$ cat src/design/msr_pkg.sv
// package: types, constants and fixed-point helpers for the rope step unit
package msr_pkg;

  localparam int MAX_NODES = 64;
  localparam int FRAC_BITS = 16;
  localparam int IDX_W = $clog2(MAX_NODES);
  localparam int CNT_W = $clog2(MAX_NODES + 1);
  localparam int CFG_IDX_W = 3;

  localparam logic signed [63:0] ONE = 64'sd1 <<< FRAC_BITS;
  localparam logic signed [63:0] DAMP_EULER = (64'sd5 * ONE + 64'sd500) / 64'sd1000;
  localparam logic signed [63:0] DAMP_VERLET = (64'sd5 * ONE + 64'sd50000) / 64'sd100000;
  localparam logic signed [63:0] KEEP_VERLET = ONE - DAMP_VERLET;
  localparam logic signed [63:0] S32_MAX = 64'sd2147483647;
  localparam logic signed [63:0] S32_MIN = -64'sd2147483648;

  typedef enum logic {
    OP_LOAD,
    OP_STEP
  } op_t;

  typedef enum logic [CFG_IDX_W-1:0] {
    CFG_MODE,
    CFG_COUNT,
    CFG_TSTEP,
    CFG_GRAV_X,
    CFG_GRAV_Y,
    CFG_STIFF,
    CFG_MASS,
    CFG_REST
  } cfg_reg_t;

  typedef enum logic [1:0] {
    ALU_MUL,
    ALU_DIV,
    ALU_SQRT
  } alu_op_t;

  typedef enum logic [4:0] {
    ST_IDLE,
    SP_RD_A,
    SP_LD_A,
    SP_RD_B,
    SP_LD_B,
    SP_GEO,
    SP_SQ,
    SP_ROOT,
    SP_EXT,
    SP_M,
    SP_D,
    SP_K,
    SP_APPLY,
    SP_WR,
    SP_WR_LAST,
    ND_RD,
    ND_LD,
    ND_DAMP,
    ND_ACC,
    ND_VEL,
    ND_POS,
    ND_H,
    ND_G,
    ND_E,
    ND_VUP,
    ND_WR,
    ND_NEXT,
    OT_RD,
    OT_EM
  } state_t;

  typedef struct packed {
    op_t                operation;
    logic [5:0]         node_index;
    logic signed [31:0] pos_x;
    logic signed [31:0] pos_y;
    logic               pinned;
  } cmd_t;

  typedef struct packed {
    logic [5:0]         out_index;
    logic signed [31:0] out_x;
    logic signed [31:0] out_y;
    logic               last_node;
  } result_t;

  typedef struct packed {
    logic signed [31:0] px;
    logic signed [31:0] py;
    logic signed [31:0] vx;
    logic signed [31:0] vy;
    logic signed [31:0] qx;
    logic signed [31:0] qy;
    logic signed [31:0] fx;
    logic signed [31:0] fy;
    logic               pin;
  } node_t;

  typedef struct packed {
    alu_op_t            op;
    logic signed [63:0] a;
    logic signed [63:0] b;
  } alu_req_t;

  typedef struct packed {
    logic               busy;
    logic               done;
    logic signed [63:0] res;
  } alu_rsp_t;

  function automatic logic signed [31:0] sat32(input logic signed [63:0] v);
    if (v > S32_MAX) return 32'sh7fffffff;
    if (v < S32_MIN) return 32'sh80000000;
    return v[31:0];
  endfunction

  function automatic logic signed [63:0] sdiv_one(input logic signed [63:0] v);
    logic signed [63:0] adj;
    adj = v[63] ? (ONE - 64'sd1) : 64'sd0;
    return (v + adj) >>> FRAC_BITS;
  endfunction

  function automatic logic signed [63:0] half(input logic signed [63:0] v);
    logic signed [63:0] adj;
    adj = v[63] ? 64'sd1 : 64'sd0;
    return (v + adj) >>> 1;
  endfunction

  function automatic node_t mask_node(input node_t n, input logic v);
    node_t m;
    m = n;
    if (!v) begin
      m.vx = '0;
      m.vy = '0;
      m.fx = '0;
      m.fy = '0;
      m.pin = 1'b0;
    end
    return m;
  endfunction

endpackage

$ cat src/design/msr_alu.sv
// shared iterative unit: shift-add multiply, restoring divide, integer square root
module msr_alu (
  input  logic              clk,
  input  logic              rst,
  input  logic              start,
  input  msr_pkg::alu_req_t req,
  output msr_pkg::alu_rsp_t rsp
);
  import msr_pkg::*;

  localparam logic [6:0] DIV_STEPS = 7'd64;
  localparam logic [6:0] ROOT_STEPS = 7'd32;

  logic               run;
  logic               done;
  logic signed [63:0] res;
  alu_op_t            op_q;
  logic               neg;
  logic [6:0]         cnt;
  logic [63:0]        x;
  logic [63:0]        y;
  logic [64:0]        z;
  logic [63:0]        mag_a;
  logic [63:0]        mag_b;
  logic [64:0]        rem_sh;
  logic               rem_ge;
  logic [64:0]        rem_sub;
  logic [63:0]        sq_try;
  logic               sq_ge;

  always_comb begin
    mag_a = req.a[63] ? 64'(-req.a) : 64'(req.a);
    mag_b = req.b[63] ? 64'(-req.b) : 64'(req.b);
    rem_sh = {z[63:0], x[63]};
    rem_ge = rem_sh >= {1'b0, y};
    rem_sub = rem_sh - {1'b0, y};
    sq_try = z[63:0] + y;
    sq_ge = x >= sq_try;
  end

  always_ff @(posedge clk) begin
    if (rst) begin
      run <= 1'b0;
      done <= 1'b0;
    end else begin
      done <= 1'b0;
      if (start && !run) begin
        run <= 1'b1;
        op_q <= req.op;
        cnt <= '0;
        neg <= req.a[63] ^ req.b[63];
        z <= '0;
        if (req.op == ALU_SQRT) begin
          x <= 64'(req.a);
          y <= 64'h4000_0000_0000_0000;
        end else begin
          x <= mag_a;
          y <= mag_b;
        end
      end else if (run) begin
        unique case (op_q)
          ALU_MUL: begin
            if (y == '0) begin
              run <= 1'b0;
              done <= 1'b1;
              res <= neg ? -$signed(z[63:0]) : $signed(z[63:0]);
            end else begin
              if (y[0]) z <= {1'b0, z[63:0] + x};
              x <= x << 1;
              y <= y >> 1;
            end
          end
          ALU_DIV: begin
            if (cnt == DIV_STEPS) begin
              run <= 1'b0;
              done <= 1'b1;
              res <= neg ? -$signed(x) : $signed(x);
            end else begin
              z <= rem_ge ? rem_sub : rem_sh;
              x <= {x[62:0], rem_ge};
              cnt <= cnt + 7'd1;
            end
          end
          ALU_SQRT: begin
            if (cnt == ROOT_STEPS) begin
              run <= 1'b0;
              done <= 1'b1;
              res <= $signed(z[63:0]);
            end else begin
              if (sq_ge) begin
                x <= x - sq_try;
                z <= {1'b0, (z[63:0] >> 1) + y};
              end else begin
                z <= z >> 1;
              end
              y <= y >> 2;
              cnt <= cnt + 7'd1;
            end
          end
          default: run <= 1'b0;
        endcase
      end
    end
  end

  assign rsp = '{busy: run, done: done, res: res};

endmodule

$ cat config.mk
export PLATFORM = sky130hd
export DESIGN_NAME = msr_alu
export DESIGN_NICKNAME = d
export VERILOG_FILES = /design/src/design/msr_pkg.sv /design/src/design/msr_alu.sv
export SDC_FILE = /design/constraint.sdc
export NUM_CORES = 2
export LEC_CHECK = 0
export BUFFER_PORTS_ARGS = -buffer_cell sky130_fd_sc_hd__buf_2
export CORE_ASPECT_RATIO = 0.7
export CORE_MARGIN = 10
export CORE_UTILIZATION = 31
export DETAILED_ROUTE_END_ITERATION = 10
export GPL_TIMING_DRIVEN = 1
export PLACE_DENSITY = 0.48
export SYNTH_ARGS = -nofsm -noshare
export SYNTH_HDL_FRONTEND = slang
export SYNTH_SLANG_ARGS = --single-unit
$ cat constraint.sdc
create_clock -name clk -period 9 [get_ports clk]
set_input_delay 0.45 -clock clk [delete_from_list [all_inputs] [get_ports clk]]
set_output_delay 0.45 -clock clk [all_outputs]
set_load 0.02 [all_outputs]
## Yosys cells after proc, flatten, opt, wreduce, memory -nomap -nowiden

Cells that the tools add are included.
Widths: inputs -> output; s select.

- Input bits: 133
- Bits in registers: 269
- Output and inout bits: 66
- Word-level logic and storage cells: 98

- Add/subtract/negate cells: 10
- $lt $le $gt $ge: 2
- Muxes and demuxes: 44
- Equality and inequality tests: 13
- Reductions and logical operators: 16
- Bitwise logic cells: 4

Operator list:

| kind | count |
|---|---|
| $mux 64 | 20 |
| $mux 65 | 6 |
| $pmux 64 s3 | 2 |
| $neg 64->64 | 4 |
| $pmux 65 s3 | 1 |
| $add 64x64->64 | 2 |
| $pmux 64 s2 | 1 |
| $ge 65x64->1 | 1 |
| $sub 65x64->65 | 1 |
| $add 63x64->64 | 1 |
| $ge 64x64->1 | 1 |
| $logic_not 64->1 | 1 |
| $sub 64x64->64 | 1 |
| $mux 7 | 3 |
| $reduce_and 7->1 | 3 |
| $ne 3x3->1 const B | 5 |
| $pmux 7 s2 | 1 |
| $reduce_and 5->1 | 2 |
| $reduce_bool 3->1 | 3 |
| $mux 1 | 8 |
| $add 7x1->7 const B | 1 |
| $eq 7x6->1 const B | 1 |
| $eq 7x7->1 const B | 1 |
| $ne 2x2->1 const B | 3 |
| other kinds (12) | 16 |

## Logic depth before layout (Yosys ltp)

- Word-level depth: 7
- Mapped depth: 29
- Mapped depth without buffers: 26

## Least setup slack after synthesis

OpenSTA, ideal clock, no wires.

- Kind: register to register
- Start point: reg z[1]
- End point: reg x[0], enable pin
- Setup slack: 0.385 ns
- Buffers on the path: 2
- Data arrival time: 8.108 ns
- Library setup time: 0.507 ns
- Period minus slack after synthesis: 8.615 ns
- Cell stages (with the launch flop): 23
- Data required time: 8.493 ns
- Cells stage by stage: edfxtp_1 > ha_1 > a211oi_1 > o211ai_1 > a41oi_1 > a21oi_1 > or3b_2 > a31oi_1 > a21oi_1 > a221o_1 > a21oi_1 > o41ai_1 > xnor2_1 > ha_1 > clkbuf_1 > and4_1 > nand2_1 > or4_1 > nor3_1 > o31a_1 > nor3_1 > clkbuf_1 > a21oi_1

- Word-level cells in the longest chain between the ends: 4

Ends and longest elaborated chain:

| element | line | text |
|---|---|---|
| start, declared | msr_alu.sv:22 | `logic [64:0] z;` |
| start signal, assigned | msr_alu.sv:68 | `if (y[0]) z <= {1'b0, z[63:0] + x};` |
| start signal, assigned | msr_alu.sv:79 | `z <= rem_ge ? rem_sub : rem_sh;` |
| start signal, assigned | msr_alu.sv:92 | `z <= {1'b0, (z[63:0] >> 1) + y};` |
| $add 64x64->64 | msr_alu.sv:37 | `sq_try = z[63:0] + y;` |
| $ge 64x64->1 | msr_alu.sv:38 | `sq_ge = x >= sq_try;` |
| $ne 3x3->1 (no source line) | -- |  |
| $reduce_and 7->1 (no source line) | -- |  |
| end signal, assigned | msr_alu.sv:54 | `x <= 64'(req.a);` |
| end signal, assigned | msr_alu.sv:57 | `x <= mag_a;` |
| end signal, assigned | msr_alu.sv:69 | `x <= x << 1;` |
| end, declared | msr_alu.sv:20 | `logic [63:0] x;` |

No other way between the ends.
A chain may end at the register's enable or synchronous reset.

## Final worst setup path

- Start point: reg z[4]
- End point: reg z[62] (data pin)

- Word-level cells in the longest chain between the ends: 6
- Elaborated cells between the ends (all ways): 14
- Those cells by class: add/sub: 4; order compare: 2; mux: 8

Ends and longest elaborated chain:

| element | line | text |
|---|---|---|
| $add 64x64->64 | msr_alu.sv:37 |  |
| $ge 64x64->1 | msr_alu.sv:38 |  |
| $mux 64 | msr_alu.sv:90 | `if (sq_ge) begin` |
| $mux 65 | msr_alu.sv:85 | `if (cnt == ROOT_STEPS) begin` |
| $pmux 65 s3 (*) | msr_alu.sv:61 | `unique case (op_q)` |
| $mux 65 (*) | msr_alu.sv:60 | `end else if (run) begin` |

Every way passes the cells marked *; elsewhere a longest branch is shown, timed or not. The select of a mux whose other input is x is not followed.

==> out/results.tsv <==
metric	value	unit
Routed Wire Length	163000	µm
total CTS buffers	35	
Seq/Total Area, Yosys	21.6	%
clk root buf	clkbuf_16	
hold crit path type	input pin to register	
Area growth, synth to finish	10.8	%
top cell type by total area after synthesis	edfxtp_1	
most common flop cell mapped by yosys	edfxtp_1	
Crit path required time	9.42	ns
Clock Skews	0.0352	ns
die area	0.135	mm²
FF-to-FF setup slack	1.12	ns
initial core utilization	31.2	%
reg2reg end	z[62]	
I/O Buffers	198	
syn_nets	5196	
#FFs+latches synth	269	
first-pass GRT wire length	240000	µm
share of post-route cells with drive strength above 1	9.13	%
yosys warns	0	
RSZ-0062 raised after global routing	false	
crit path launch type	register	
cts hold-fix bufs	0	
Top delay family on crit path	compound AO/OA/AOI/OAI gates	
number of global-route vias before repair	36500	
post-route cell area	0.0414	mm²
grt ovf	0	
worst r2r src	z[4]	
Fillers	12900	
most frequent CP cell	a21oi_1	
WHS Endpoint	op_q[1]	
Syn Std Cell Area	0.0373	mm²
clk slew on worst S/H paths	0.07	ns
outcome	complete, no violations	
Tot GR Track Use	22.8	%
core outline area	0.119	mm²
placer congestion estimate	0.972	
Sw Share	46.4	%
asr flop ratio synth	0	%
final setup fails	0	
critical-path maximum fanout	10	
Final min period	7.88	ns
vias	38300	
Clock Power Share	20.3	%
initial antenna violation count	7	
sequential share of power	23.8	%
count leader, synth	a21oi_1	
WL/cell	25.2	µm
cell area after placement	0.0403	mm²
cts repair resizes	0	
Static Leak	16.2	nW
I/O pins	199	
CTS tree	built	
Crit-path slowest cell	edfxtp_1	
total power	7.13	mW
die span in x	435	µm
DRC	0	
vias per inst	5.93	
Least-Margin Pin Slew	1.16	ns
H-Tree Depth	2	
Switching Power	3.31	mW
WS Path Type	register to register	
First DRT Iteration DRCs	3964	
Cells after Synth	4731	
Post-CTS Setup Repair Bufs	0	
Hold Vio Cnt, Final	0	
Comb power frac	55.9	%
final worst path period share	87.5	%
largest net degree at the start of global routing	131	
crit-path max cell delay	0.57	ns
Register-to-Register Path Depth	25	
Post-synth EDFFs	267	
WP data arrival	8.30	ns
Worst slew margin	22.0	%
Final ANT Viol Nets	0	
Fmax	0.127	GHz
main area contributors after synthesis	edfxtp_1, ha_1, a21oi_1	
Clk Latency, worst-skew pair	0.60	ns
hold path depth	1	
max_cap viols	0	
Post-Route Setup TNS	0	ns
Die H	310	µm
drt first pass iters	7	
Crit. End Element	register	
synth cell count leaders	a21oi_1, nand2_1, ha_1, o21ai_0, nor2_1	
internal power	3.82	mW
Max VDD drop	0.116	mV
Cell Pwr Density	172	mW/mm²
Buf/Inv on CP	1	
synth unique cells	88	
syn avg cell area	7.89	µm²
Slew Limit Fails	0	
Detail Placement HPWL	131000	µm
clk buf depth	3	
Layout Nets	5280	
worst hold start	req[129]	
CTS Sinks	269	
FP Rows	106	
post-synth top area share	21.5	%
-- flip-flops by register name (all words and copies together), names as in the netlist --
name	cells
done	1
op_q	2
res	64
x	64
y	64
run	1
z	65
neg	1
cnt	7
-- cells by family after synthesis --
| logic type | after synthesis | share of synthesized area [%] |
|---|---|---|
| AND/OR/NAND/NOR | 1369 | 18.0 |
| AO/OA/AOI/OAI | 1752 | 30.4 |
| adder cells (fa/ha/maj) | 332 | 11.2 |
| XOR/XNOR | 476 | 11.2 |
| flip-flops | 269 | 21.6 |
| multiplexers | 126 | 3.49 |
| buffers and inverters | 407 | 4.13 |
-- power by group through the flow --
stage / logic [mW] / clock network, mW / registers (mW)
floorplan: 2.76 / 0 / 1.66
global placement: 3.93 / 0 / 1.72
detailed placement: 3.90 / 0 / 1.72
CTS: 3.93 / 1.48 / 1.70
global route: 4.35 / 1.52 / 1.71
finish: 3.98 / 1.45 / 1.70
-- routing by layer --
metal  wire length [µm]  track usage [%]
met5                 12                0
met4               4310             5.67
met3              10400             3.54
met2              72600             36.7
met1              75500             31.8
-- worst max path at each step --
| stage | to | slack, ns | depth (start not counted) | startpoint |
|---|---|---|---|---|
| 6_report | z[62] | 1.12 | 25 | z[4] |
| 5_1_grt | z[62] | 0.72 | 25 | y[1] |
| 4_1_cts | z[62] | 1.28 | 25 | y[1] |
| 3_5_place_dp | z[62] | 1.30 | 25 | z[2] |
| 3_3_place_gp | z[47] | 1.36 | 23 | z[2] |
| 2_1_floorplan | x[0] | 0.38 | 22 | z[1] |
-- layout by cell type (no fill, tap or decap), types with 40 or more instances in the layout --
| cell | netlist | layout |
|---|---|---|
| buf_4 | 2 | 91 |
| nor3_1 | 88 | 88 |
| or3_1 | 54 | 54 |
| o22ai_1 | 93 | 93 |
| o221ai_1 | 56 | 56 |
| o21ai_0 | 316 | 316 |
| edfxtp_1 | 267 | 267 |
| nor4_1 | 41 | 40 |
| xnor2_1 | 213 | 213 |
| o211ai_1 | 40 | 40 |
| a211oi_1 | 42 | 42 |
| nand3_1 | 114 | 114 |
| a21oi_1 | 490 | 487 |
| mux2i_1 | 93 | 93 |
| ha_1 | 327 | 325 |
| nand2b_1 | 44 | 43 |
| nand4_1 | 106 | 106 |
| nand2_1 | 401 | 397 |
| inv_1 | 160 | 160 |
| o21a_1 | 41 | 41 |
| xor2_1 | 263 | 263 |
| nor2_1 | 308 | 304 |
| a221oi_1 | 60 | 60 |
| a21o_1 | 186 | 186 |
| o21bai_1 | 66 | 66 |
| a31oi_1 | 72 | 71 |
| o31ai_1 | 75 | 75 |
| buf_2 | 6 | 198 |
-- worst reg2reg max path, delay by kind of cell (launching register included) --
kind | cells | cell delay, ns
AND/OR/NAND/NOR | 9 | 2.37
XOR/XNOR | 1 | 0.16
flip-flops | 1 | 0.57
adder cells (fa/ha/maj) | 2 | 0.88
buffers and inverters | 1 | 0.28
AO/OA/AOI/OAI | 12 | 3.45
-- layout make-up --
cell class              instances  area (µm²)  area share, %
clock buffers                  43         948           2.29
well taps                    1620        2030           4.90
diodes                          1        2.50        0.00605
flip-flops and latches        269        8060           19.5
multi-input cells            4055       27800           67.3
repair buffers                292        1730           4.19
inverters                     162         608           1.47
clock inverters                19         149          0.360
-- metrics by stage --
stage | hold WS [ns] | instances | setup WS (ns) | util [%]
2_1_floorplan | 0.495 | 4731 | 0.385 | -
3_3_place_gp | 0.611 | 6398 | 1.36 | 33.7
3_5_place_dp | 0.617 | 6398 | 1.30 | 33.7
4_1_cts | 0.0511 | 6460 | 1.28 | 34.6
5_1_grt | 0.0789 | 6461 | 0.723 | 34.6
6_report | 0.0806 | 6461 | 1.12 | 34.6
Note: power is estimated with default switching activity, not from simulation.
