<file path="src/design/msr_ram.sv">
// generic single-write, single-read ram with registered read data
module msr_ram #(
  parameter int WIDTH = 8,
  parameter int DEPTH = 16
) (
  input  logic                     clk,
  input  logic                     we,
  input  logic [$clog2(DEPTH)-1:0] waddr,
  input  logic [WIDTH-1:0]         wdata,
  input  logic [$clog2(DEPTH)-1:0] raddr,
  output logic [WIDTH-1:0]         rdata
);

  logic [WIDTH-1:0] mem [DEPTH];

  always_ff @(posedge clk) begin
    if (we) begin
      mem[waddr] <= wdata;
    end
    rdata <= mem[raddr];
  end

endmodule

</file>
<file path="config.mk">
export PLATFORM = sky130hd
export DESIGN_NAME = msr_ram
export DESIGN_NICKNAME = d
export VERILOG_FILES = /design/src/design/msr_ram.sv
export SDC_FILE = /design/constraint.sdc
export NUM_CORES = 1
export LEC_CHECK = 0
export BUFFER_PORTS_ARGS = -buffer_cell sky130_fd_sc_hd__buf_2
export CAP_MARGIN = 40
export CORE_AREA = 2 2 105 107
export CTS_CLUSTER_DIAMETER = 100
export DETAILED_ROUTE_END_ITERATION = 6
export DIE_AREA = 0 0 107 109
export HOLD_SLACK_MARGIN = 0.08
export MAX_ROUTING_LAYER = met4
export PLACE_DENSITY = 0.77
export SYNTH_ARGS = -nofsm -noshare
export SYNTH_HDL_FRONTEND = slang
export SYNTH_SLANG_ARGS = --single-unit
</file>
<file path="constraint.sdc">
create_clock -name clk -period 2.4 [get_ports clk]
set_clock_uncertainty 0.1 [all_clocks]
set_input_delay 0.48 -clock clk [delete_from_list [all_inputs] [get_ports clk]]
set_output_delay 0.48 -clock clk [all_outputs]
set_load 0.02 [all_outputs]
</file>
# Word level (Yosys, flattened, before mapping)

Memory sizes are Yosys's and may differ from the RTL's. A register that Yosys moved wholly into a read port is not among the register bits.
Cells that the tools add are included.

Multiplexer cells: 2

Operators with widths:

| cell              | number |
|---|---|
| two-way mux 1 bit | 2 |

Flip-flop bits (word level): 0
Bits in writable memories: 128
Input port bits: 18
Logic and storage cells: 3
Memories: 1

Memory list:

| memory | words | bits a word | rd ports | clocked after memory_dff | write ports | RTL line | source |
|---|---|---|---|---|---|---|---|
| mem    | 16    | 8           | 1        | 1                        | 1           | 14       | `logic [WIDTH-1:0] mem [DEPTH];` |

# Depth between registers and ports, before layout

Gate-level depths: netlist of run 1.

Depth after elaboration: 2
Mapped depth: 5
Gate-level depth less buffers: 3

# Worst setup path after synthesis of run 1

No wires, ideal clock.

Kind: input-to-reg
From: input port waddr[2]
To: memory mem[0][0] (enable)
Arrival: 1590 ps
Setup slack: 327 ps
Stages on the path: 2
Buffers on the path: 0
Path through: or3b_2 > nor3_1

RTL lines:

| item            | RTL line | source |
|---|---|---|
| start, declared | 8        | `input logic [$clog2(DEPTH)-1:0] waddr,` |
| end, declared   | 14       |  |

No word-level cell before the write port.

# Worst setup path after layout of run 1

From: register rdata[7], read port of mem
To: output port rdata[7]

RTL lines:

| item            | RTL line | source |
|---|---|---|
| start, declared | 11       | `output logic [WIDTH-1:0] rdata` |

No word-level cell between the ends.

==> results_dict.tcl, run 1 <==
set metrics [dict create \
    synth-seq-area-share_pct 77.8 \
    wire_per_inst_um 22.3 \
    syn_inst 229 \
    path_buf_inv 1 \
    slew_headroom_pct 57.4 \
    n_antenna_cell 0 \
    hold_start "wdata[2]" \
    drc_errors 0 \
    max_stage_delay_ns 0.38 \
    clk_latency_ns 0.51 \
    grt_max_degree 30 \
    rsz0062_at_grt "false" \
    min_to "mem[0][2]$_DFFE_PP_" \
    post-route-period-util_pct 69.3 \
    min_path_type "input port to register" \
    dieArea_mm2 0.0117 \
    drv_slew 0 \
    grt_usage_pct 19.2 \
    area_growth_pct 19.5 \
    clockPowerShare_pct 47.4 \
    overflow 0 \
    ir_worst_vdd_uv 722 \
    io_buffers 25 \
    ys_seq_elements 136 \
    synthTopCellsByArea "edfxtp_1 75%, mux4_2 7.9%, mux4_1 7.1%" \
    synth.avg_cell_area_um2 22.5 \
    worstPathMaxFanout 1 \
    drv_cap 0 \
    end_kind "output pin" \
    p_sw_w 0.00107 \
    globalRouteMet2Util_pct 31.2 \
    min_path_cells 1 \
    power_frac_comb_pct 4.7 \
    numCtsBuffers 17 \
    post_cts_buffers 0 \
    path_class "register to output pin" \
    antenna_found_initial 0 \
    dp_cells 404 \
    via_per_inst 5.57 \
    reg2reg_depth 3 \
    vias 2429 \
    use_met1_pct 21.8 \
    cts.clk_slew.worst_paths_ns 0.06 \
    fin_util_pct 58.0 \
    worstReg2RegEnd "rdata[1]$_DFF_P_" \
    cellLeakagePower_nw 2.11 \
    fin_cells 436 \
    cts_hold_buf 0 \
    nets 301 \
    gp_congestion 0.734 \
    setup_violations 0 \
    fin_crit_ns 1.66 \
    critPathRequiredTime_ns 1.82 \
    grt_pass1_wl_mm 15.1 \
    p_int_w 0.00451 \
    gr-usage-met3_pct 5.50 \
    hold_viol 0 \
    synth_fp_nets 247 \
    critPathArrivalTime_ns 1.08 \
    synth_area_mm2 0.00515 \
    hold-worst-slack_ns 0.251 \
    coreArea_mm2 0.0106 \
    drtAntennaViolNets 0 \
    tns_ns 0 \
    outcome "finished, final reports clean" \
    dp_hpwl_mm 6.05 \
    r2r-start "mem[5][1]$_DFFE_PP_" \
    fmax_mhz 602 \
    die_x_um 107 \
    cts_resized 0 \
    fp.dieH_um 109 \
    ff2ff_setup_slack_ns 0.94 \
    seq_power_share_pct 48.0 \
    drive_gt1_share_pct 31.8 \
    cts_buffer_depth 2 \
    htree_levels 4 \
    cts_tree "built" \
    synth_top_area_cell "edfxtp_1" \
    boundaryPins 26 \
    slowest_stage "dfxtp_1" \
    wirelength_mm 9.73 \
    gr-max-usage-layer "met2" \
    start_kind "register" \
    worst_pin_slew_ns 0.636 \
    first_pass_iters 4 \
    cts_sinks 136 \
    synthDistinctLibCells 19 \
    swShare_pct 19.1 \
    critPathTopFamily "flip-flops" \
    root_buffer "clkbuf_8" \
    synth_top_area_share_pct 74.7 \
    synth_warnings 0 \
    grt_pass1_vias 2629 \
    rows 38 \
    cp_cell_sequence "buf_2" \
    initialDrtViolationCount 175 \
    start_util_pct 48.5 \
    p_per_area_mw_per_mm2 906 \
]
[worst max path at each step]
stage | slack [ns] | start | end | cells past startpoint
after global routing | 0.70 | rdata[7]$_DFF_P_ | rdata[7] | 1
after floorplan | 0.33 | waddr[2] | mem[0][0]$_DFFE_PP_ | 2
after CTS | 0.71 | rdata[7]$_DFF_P_ | rdata[7] | 1
final | 0.74 | rdata[7]$_DFF_P_ | rdata[7] | 1
after detailed placement | 0.30 | raddr[0] | rdata[1]$_DFF_P_ | 5
after global placement | 0.34 | raddr[0] | rdata[5]$_DFF_P_ | 5
[metrics by stage]
| step | worst slack (ns) | total power, W | instance area, um2 |
|---|---|---|---|
| after detailed placement | 0.300 | 0.00298 | 5540 |
| final | 0.738 | 0.00557 | 6150 |
| after global placement | 0.335 | 0.00297 | 5540 |
| after floorplan | 0.327 | 0.00287 | 5150 |
| after CTS | 0.714 | 0.00562 | 6150 |
| after global routing | 0.698 | 0.00573 | 6150 |
[layout make-up]
| type | count | area (um2) |
|---|---|---|
| fill | 722 | 4450 |
| sequential | 136 | 4000 |
| multi-input combinational | 83 | 1060 |
| clock buffer | 25 | 504 |
| timing repair buffer | 45 | 300 |
| tap | 140 | 175 |
| clock inverter | 7 | 113 |
[per-layer routing]
layer	up-vias	part of all wire (%)
met5	-	0
met4	0	3.4
met3	30	4.4
met2	75	51
met1	1242	41
li1	1082	-
[cells in the final DEF (no fill, tap or decap), drive strengths merged, types with 2 or more instances in the layout]
cell	netlist	final
nand2	9	9
mux4	32	32
dfxtp	8	8
nand3b	2	2
nand2b	2	2
edfxtp	128	128
bufinv	0	3
nor2	13	13
clkbuf	0	25
nor3	4	4
a22oi	16	16
clkinv	0	3
buf	7	45
[cells by family after synthesis]
family	synth area share [%]
multiplexers	15.0
AND/OR/NAND/NOR	3.18
buffers and inverters	1.68
AO/OA/AOI/OAI	2.33
flip-flops	77.8
[power by group through the flow]
stage,clock (W),sequential [W],combinational (W)
2_1_floorplan,0,0.00274,0.000135
4_1_cts,0.00268,0.00267,0.000266
3_5_place_dp,0,0.00272,0.000261
6_report,0.00264,0.00267,0.000261
3_3_place_gp,0,0.00272,0.000252
5_1_grt,0.00277,0.00268,0.000283
[Yosys cell counts (all sizes together)]
library cell     n
or3b             1
and2             1
nand2            9
clkdlybuf4s25    3
nand2b           2
nand3b           2
nor2b            1
nor3             4
edfxtp         128
buf              7
nor2            13
nand3            1
a22oi           16
mux4            32
dfxtp            8
and2b            1
[flip-flops by register name, summed over array words and instances (netlist names)]
signal / count
rdata: 8
mem: 128
No activity file was read; power rests on OpenSTA's default activity.
==> inputs of run 2 (changes only) <==
==> constraint.sdc (replaced) <==
create_clock -name clk -period 1.6 [get_ports clk]
set_clock_uncertainty 0.1 [all_clocks]
set_input_delay 0.32 -clock clk [delete_from_list [all_inputs] [get_ports clk]]
set_output_delay 0.32 -clock clk [all_outputs]
set_load 0.02 [all_outputs]
==> results_dict.tcl, run 2 (synthesis results as in run 1) <==
set metrics [dict create \
    hold-worst-slack_ns 0.101 \
    cts_sinks 136 \
    io_buffers 25 \
    coreArea_mm2 0.0106 \
    die_x_um 107 \
    grt_max_degree 21 \
    overflow 0 \
    cts_tree "built" \
    fin_cells 450 \
    n_antenna_cell 0 \
    fp.dieH_um 109 \
    drtAntennaViolNets 0 \
    htree_levels 4 \
    gp_congestion 0.738 \
    outcome "finished, final reports clean" \
    place_area_mm2 0.00563 \
    slew_headroom_pct 52.7 \
    seq_area_mm2 0.00400 \
    cts.clk_slew.worst_paths_ns 0.06 \
    wirelength_mm 10.5 \
    final_common_cell "edfxtp_1" \
    max_stage_delay_ns 0.51 \
    end_kind "register" \
    finalPower_w 0.00819 \
    antenna_found_initial 0 \
    hold_viol 0 \
    numCtsBuffers 17 \
    min_path_type "input port to register" \
    p_per_area_mw_per_mm2 1310 \
    fmax_mhz 647 \
    post-route-period-util_pct 96.5 \
    setup_violations 0 \
    fin_area_mm2 0.00627 \
    critPathRequiredTime_ns 1.90 \
    multiInputGateArea_mm2 0.00107 \
    grt_usage_pct 20.6 \
    clk_latency_ns 0.52 \
    post_cts_buffers 0 \
    drv_slew 0 \
    ir_worst_vdd_uv 574 \
    fin_crit_ns 1.54 \
    wire_per_inst_um 23.3 \
    start_kind "register" \
    cellLeakagePower_nw 2.17 \
    drc_errors 0 \
    top_register "mem" \
    drive_gt1_share_pct 32.9 \
    area_growth_pct 21.8 \
    grt_pass1_wl_mm 16.0 \
    dp_cells 411 \
    boundaryPins 26 \
    first_pass_iters 4 \
    cp_cell_sequence "mux4_2 -> a22oi_1 -> nand2_1" \
    worstPathMaxFanout 1 \
    worst_pin_slew_ns 0.707 \
    cts_buffer_depth 2 \
    top_regs "mem (128), rdata (8)" \
    initialDrtViolationCount 233 \
    largest_register_ffs 128 \
    dp_slack_ns -0.213 \
    dp_hpwl_mm 6.41 \
    dieArea_mm2 0.0117 \
    nets 315 \
    vias 2534 \
    critPathArrivalTime_ns 1.84 \
    slowest_stage "mux4_2" \
    start_util_pct 48.5 \
    fillers 727 \
    via_per_inst 5.63 \
    layout_common_cells "128 x edfxtp_1, 25 x buf_2, 23 x buf_4" \
    worst_slack_ns 0.0554 \
    rows 38 \
    grt_pass1_vias 2702 \
    root_buffer "clkbuf_8" \
    rsz0062_at_grt "false" \
    path_class "register to register" \
    drv_cap 0 \
]
## run 2: changes by cell type in the layout (fill, tap and decap cells not counted), sizes merged
cell	delta
clkinvlp	-1
clkinv	+5
dlygate4sd3	+7
clkbuf	-4
buf	+7
## run 2: per-stage QoR
step,setup TNS [ns],utilization (%)
floorplan,-2.62,-
global placement,-2.57,53.1
detailed placement,-3.60,53.1
CTS,0,59.1
global route,0,59.1
finish,0,59.1
## run 2: path summary, 6_finish.rpt
check / start / to / slack (ns) / depth (start not counted)
worst max-delay path: mem[2][4]$_DFFE_PP_ / rdata[4]$_DFF_P_ / 0.06 / 3
worst min-delay path: wdata[6] / mem[3][6]$_DFFE_PP_ / 0.10 / 1
worst max register to register: mem[2][4]$_DFFE_PP_ / rdata[4]$_DFF_P_ / 0.06 / 3
worst min register to register: mem[14][4]$_DFFE_PP_ / rdata[4]$_DFF_P_ / 0.57 / 3
## run 2: power by group
group / internal (W) / switching (W)
Sequential: 0.00398 / 0.0000257
Combinational: 0.000191 / 0.000243
Clock: 0.00239 / 0.00136
Total: 0.00656 / 0.00162
## run 2: cell type report
| class | count | area share, % |
|---|---|---|
| tap | 140 | 2.79 |
| clock inverter | 11 | 2.06 |
| sequential | 136 | 63.9 |
| multi-input combinational | 83 | 17.1 |
| clock buffer | 21 | 7.01 |
| timing repair buffer | 59 | 7.15 |
## run 2: layer usage
metal	share of wire, %	track usage, %
met4	1.8	9.37
met3	5.0	6.75
met1	39	23.3
met5	0	-
met2	54	33.8
## run 2: what timing repair did
item                                   CTS  global route
resized for setup                        0             0
hold buffers                             7             0
setup endpoints to repair                0             0
endpoints found under the hold margin   93             0
## run 2: worst max-delay path: cells and delay by family, from the launching register on
family          cells  cell delay, ns
compound gates      1            0.33
flops               1            0.39
mux                 1            0.51
simple gates        1            0.09
==> inputs of run 3 (changes only) <==
--- a/config.mk
+++ b/config.mk
@@ -7,13 +7,15 @@
 export LEC_CHECK = 0
 export BUFFER_PORTS_ARGS = -buffer_cell sky130_fd_sc_hd__buf_2
 export CAP_MARGIN = 40
+export CELL_PAD_IN_SITES_DETAIL_PLACEMENT = 0
+export CELL_PAD_IN_SITES_GLOBAL_PLACEMENT = 1
 export CORE_AREA = 2 2 105 107
 export CTS_CLUSTER_DIAMETER = 100
 export DETAILED_ROUTE_END_ITERATION = 6
 export DIE_AREA = 0 0 107 109
 export HOLD_SLACK_MARGIN = 0.08
 export MAX_ROUTING_LAYER = met4
-export PLACE_DENSITY = 0.77
+export PLACE_DENSITY = 0.84
 export SYNTH_ARGS = -nofsm -noshare
 export SYNTH_HDL_FRONTEND = slang
 export SYNTH_SLANG_ARGS = --single-unit
==> results_dict.tcl, run 3 (synthesis results as in run 1) <==
set metrics [dict create \
    outcome "finished, final reports clean" \
    slew_headroom_pct 48.3 \
    p_per_area_mw_per_mm2 1280 \
    grt_max_degree 23 \
    first_pass_iters 4 \
    place_area_mm2 0.00559 \
    hold_viol 0 \
    drv_cap 0 \
    cellLeakagePower_nw 2.12 \
    min_path_type "input port to register" \
    dp_slack_ns -0.232 \
    htree_levels 4 \
    path_class "register to register" \
    top_register "mem" \
    drive_gt1_share_pct 33.1 \
    cts_tree "built" \
    initialDrtViolationCount 228 \
    rows 38 \
    rsz0062_at_grt "false" \
    coreArea_mm2 0.0106 \
    post-route-period-util_pct 94.0 \
    clk_latency_ns 0.52 \
    critPathRequiredTime_ns 1.89 \
    fin_area_mm2 0.00615 \
    antenna_found_initial 0 \
    finalPower_w 0.00787 \
    swShare_pct 20.3 \
    wirelength_mm 9.61 \
    wire_per_inst_um 21.7 \
    ir_worst_vdd_uv 758 \
    post_cts_buffers 0 \
    dieArea_mm2 0.0117 \
    cts.clk_slew.worst_paths_ns 0.06 \
    fin_crit_ns 1.50 \
    grt_usage_pct 19.2 \
    fin_util_pct 58.0 \
    power_frac_comb_pct 5.2 \
    numCtsBuffers 17 \
    largest_register_ffs 128 \
    dp_hpwl_mm 6.20 \
    grt_pass1_wl_mm 14.9 \
    cts_sinks 136 \
    nets 307 \
    n_antenna_cell 0 \
    drc_errors 0 \
    critPathArrivalTime_ns 1.80 \
    via_per_inst 5.62 \
    clockPowerShare_pct 43.9 \
    root_buffer "clkbuf_8" \
    tns_ns 0 \
    boundaryPins 26 \
    drtAntennaViolNets 0 \
    grt_pass1_vias 2485 \
    cts_resized 0 \
    worst_slack_ns 0.0961 \
    seq_power_share_pct 50.9 \
    fp.dieH_um 109 \
    drv_slew 0 \
    fmax_mhz 665 \
    worstPathMaxFanout 1 \
    cts_buffer_depth 2 \
    area_growth_pct 19.4 \
    p_int_w 0.00628 \
    final_common_cell "edfxtp_1" \
    worst_pin_slew_ns 0.773 \
    gp_congestion 0.720 \
    vias 2485 \
    io_buffers 25 \
    top_regs "mem (128), rdata (8)" \
    start_kind "register" \
    end_kind "register" \
    layout_common_cells "128 x edfxtp_1, 25 x buf_2, 21 x buf_4" \
    setup_violations 0 \
    overflow 0 \
    die_x_um 107 \
    start_util_pct 48.5 \
    cts_hold_buf 2 \
    p_sw_w 0.00160 \
]
run 3: cell types whose count changed in the layout (fill, tap and decap cells not counted), sizes merged:
cell and delta:
buf -3, bufinv -2, clkbuf +1, clkinv +1
dlygate4sd3 -5
run 3: metrics by stage:
| stage | hold slack [ns] | cells |
|---|---|---|
| after floorplan | 0.319 | 229 |
| after global routing | 0.0870 | 442 |
| final | 0.0954 | 442 |
| after global placement | 0.545 | 408 |
| after detailed placement | 0.565 | 408 |
| after CTS | 0.0802 | 442 |
run 3: critical path, stage by stage, from the launching register on:
cell	delay, ns
edfxtp_1	0.38
mux4_1	0.57
a22oi_1	0.24
nand2_1	0.09
run 3: path summary, 6_finish.rpt:
check,startpoint,end,slack [ns],depth (start not counted)
setup / recovery,mem[5][1]$_DFFE_PP_,rdata[1]$_DFF_P_,0.1,3
hold / removal,wdata[6],mem[14][6]$_DFFE_PP_,0.1,1
setup reg to reg,mem[5][1]$_DFFE_PP_,rdata[1]$_DFF_P_,0.1,3
hold reg to reg,mem[12][0]$_DFFE_PP_,rdata[0]$_DFF_P_,0.57,3
run 3: layout make-up:
cell class                 instances  area, um2
fill                             742       4460
sequential                       136       4000
multi-input combinational         83       1070
clock buffer                      22        453
timing repair buffer              51        363
tap                              140        175
clock inverter                    10       78.8
run 3: routing by layer:
metal | wire length, um | share of wire, % | vias to the layer above | track usage [%]
li1 | - | - | 1094 | -
met1 | 4000 | 42 | 1293 | 23.8
met2 | 4940 | 51 | 87 | 30.2
met3 | 534 | 5.6 | 11 | 6.16
met4 | 128 | 1.3 | 0 | 6.96
met5 | 0 | 0 | - | -
run 3: power by group through the flow:
stage               Clock, W  Sequential (W)  Combinational, W
floorplan                  0         0.00410          0.000203
global placement           0         0.00407          0.000395
detailed placement         0         0.00408          0.000410
CTS                  0.00350         0.00401          0.000416
global route         0.00369         0.00401          0.000442
finish               0.00346         0.00401          0.000409
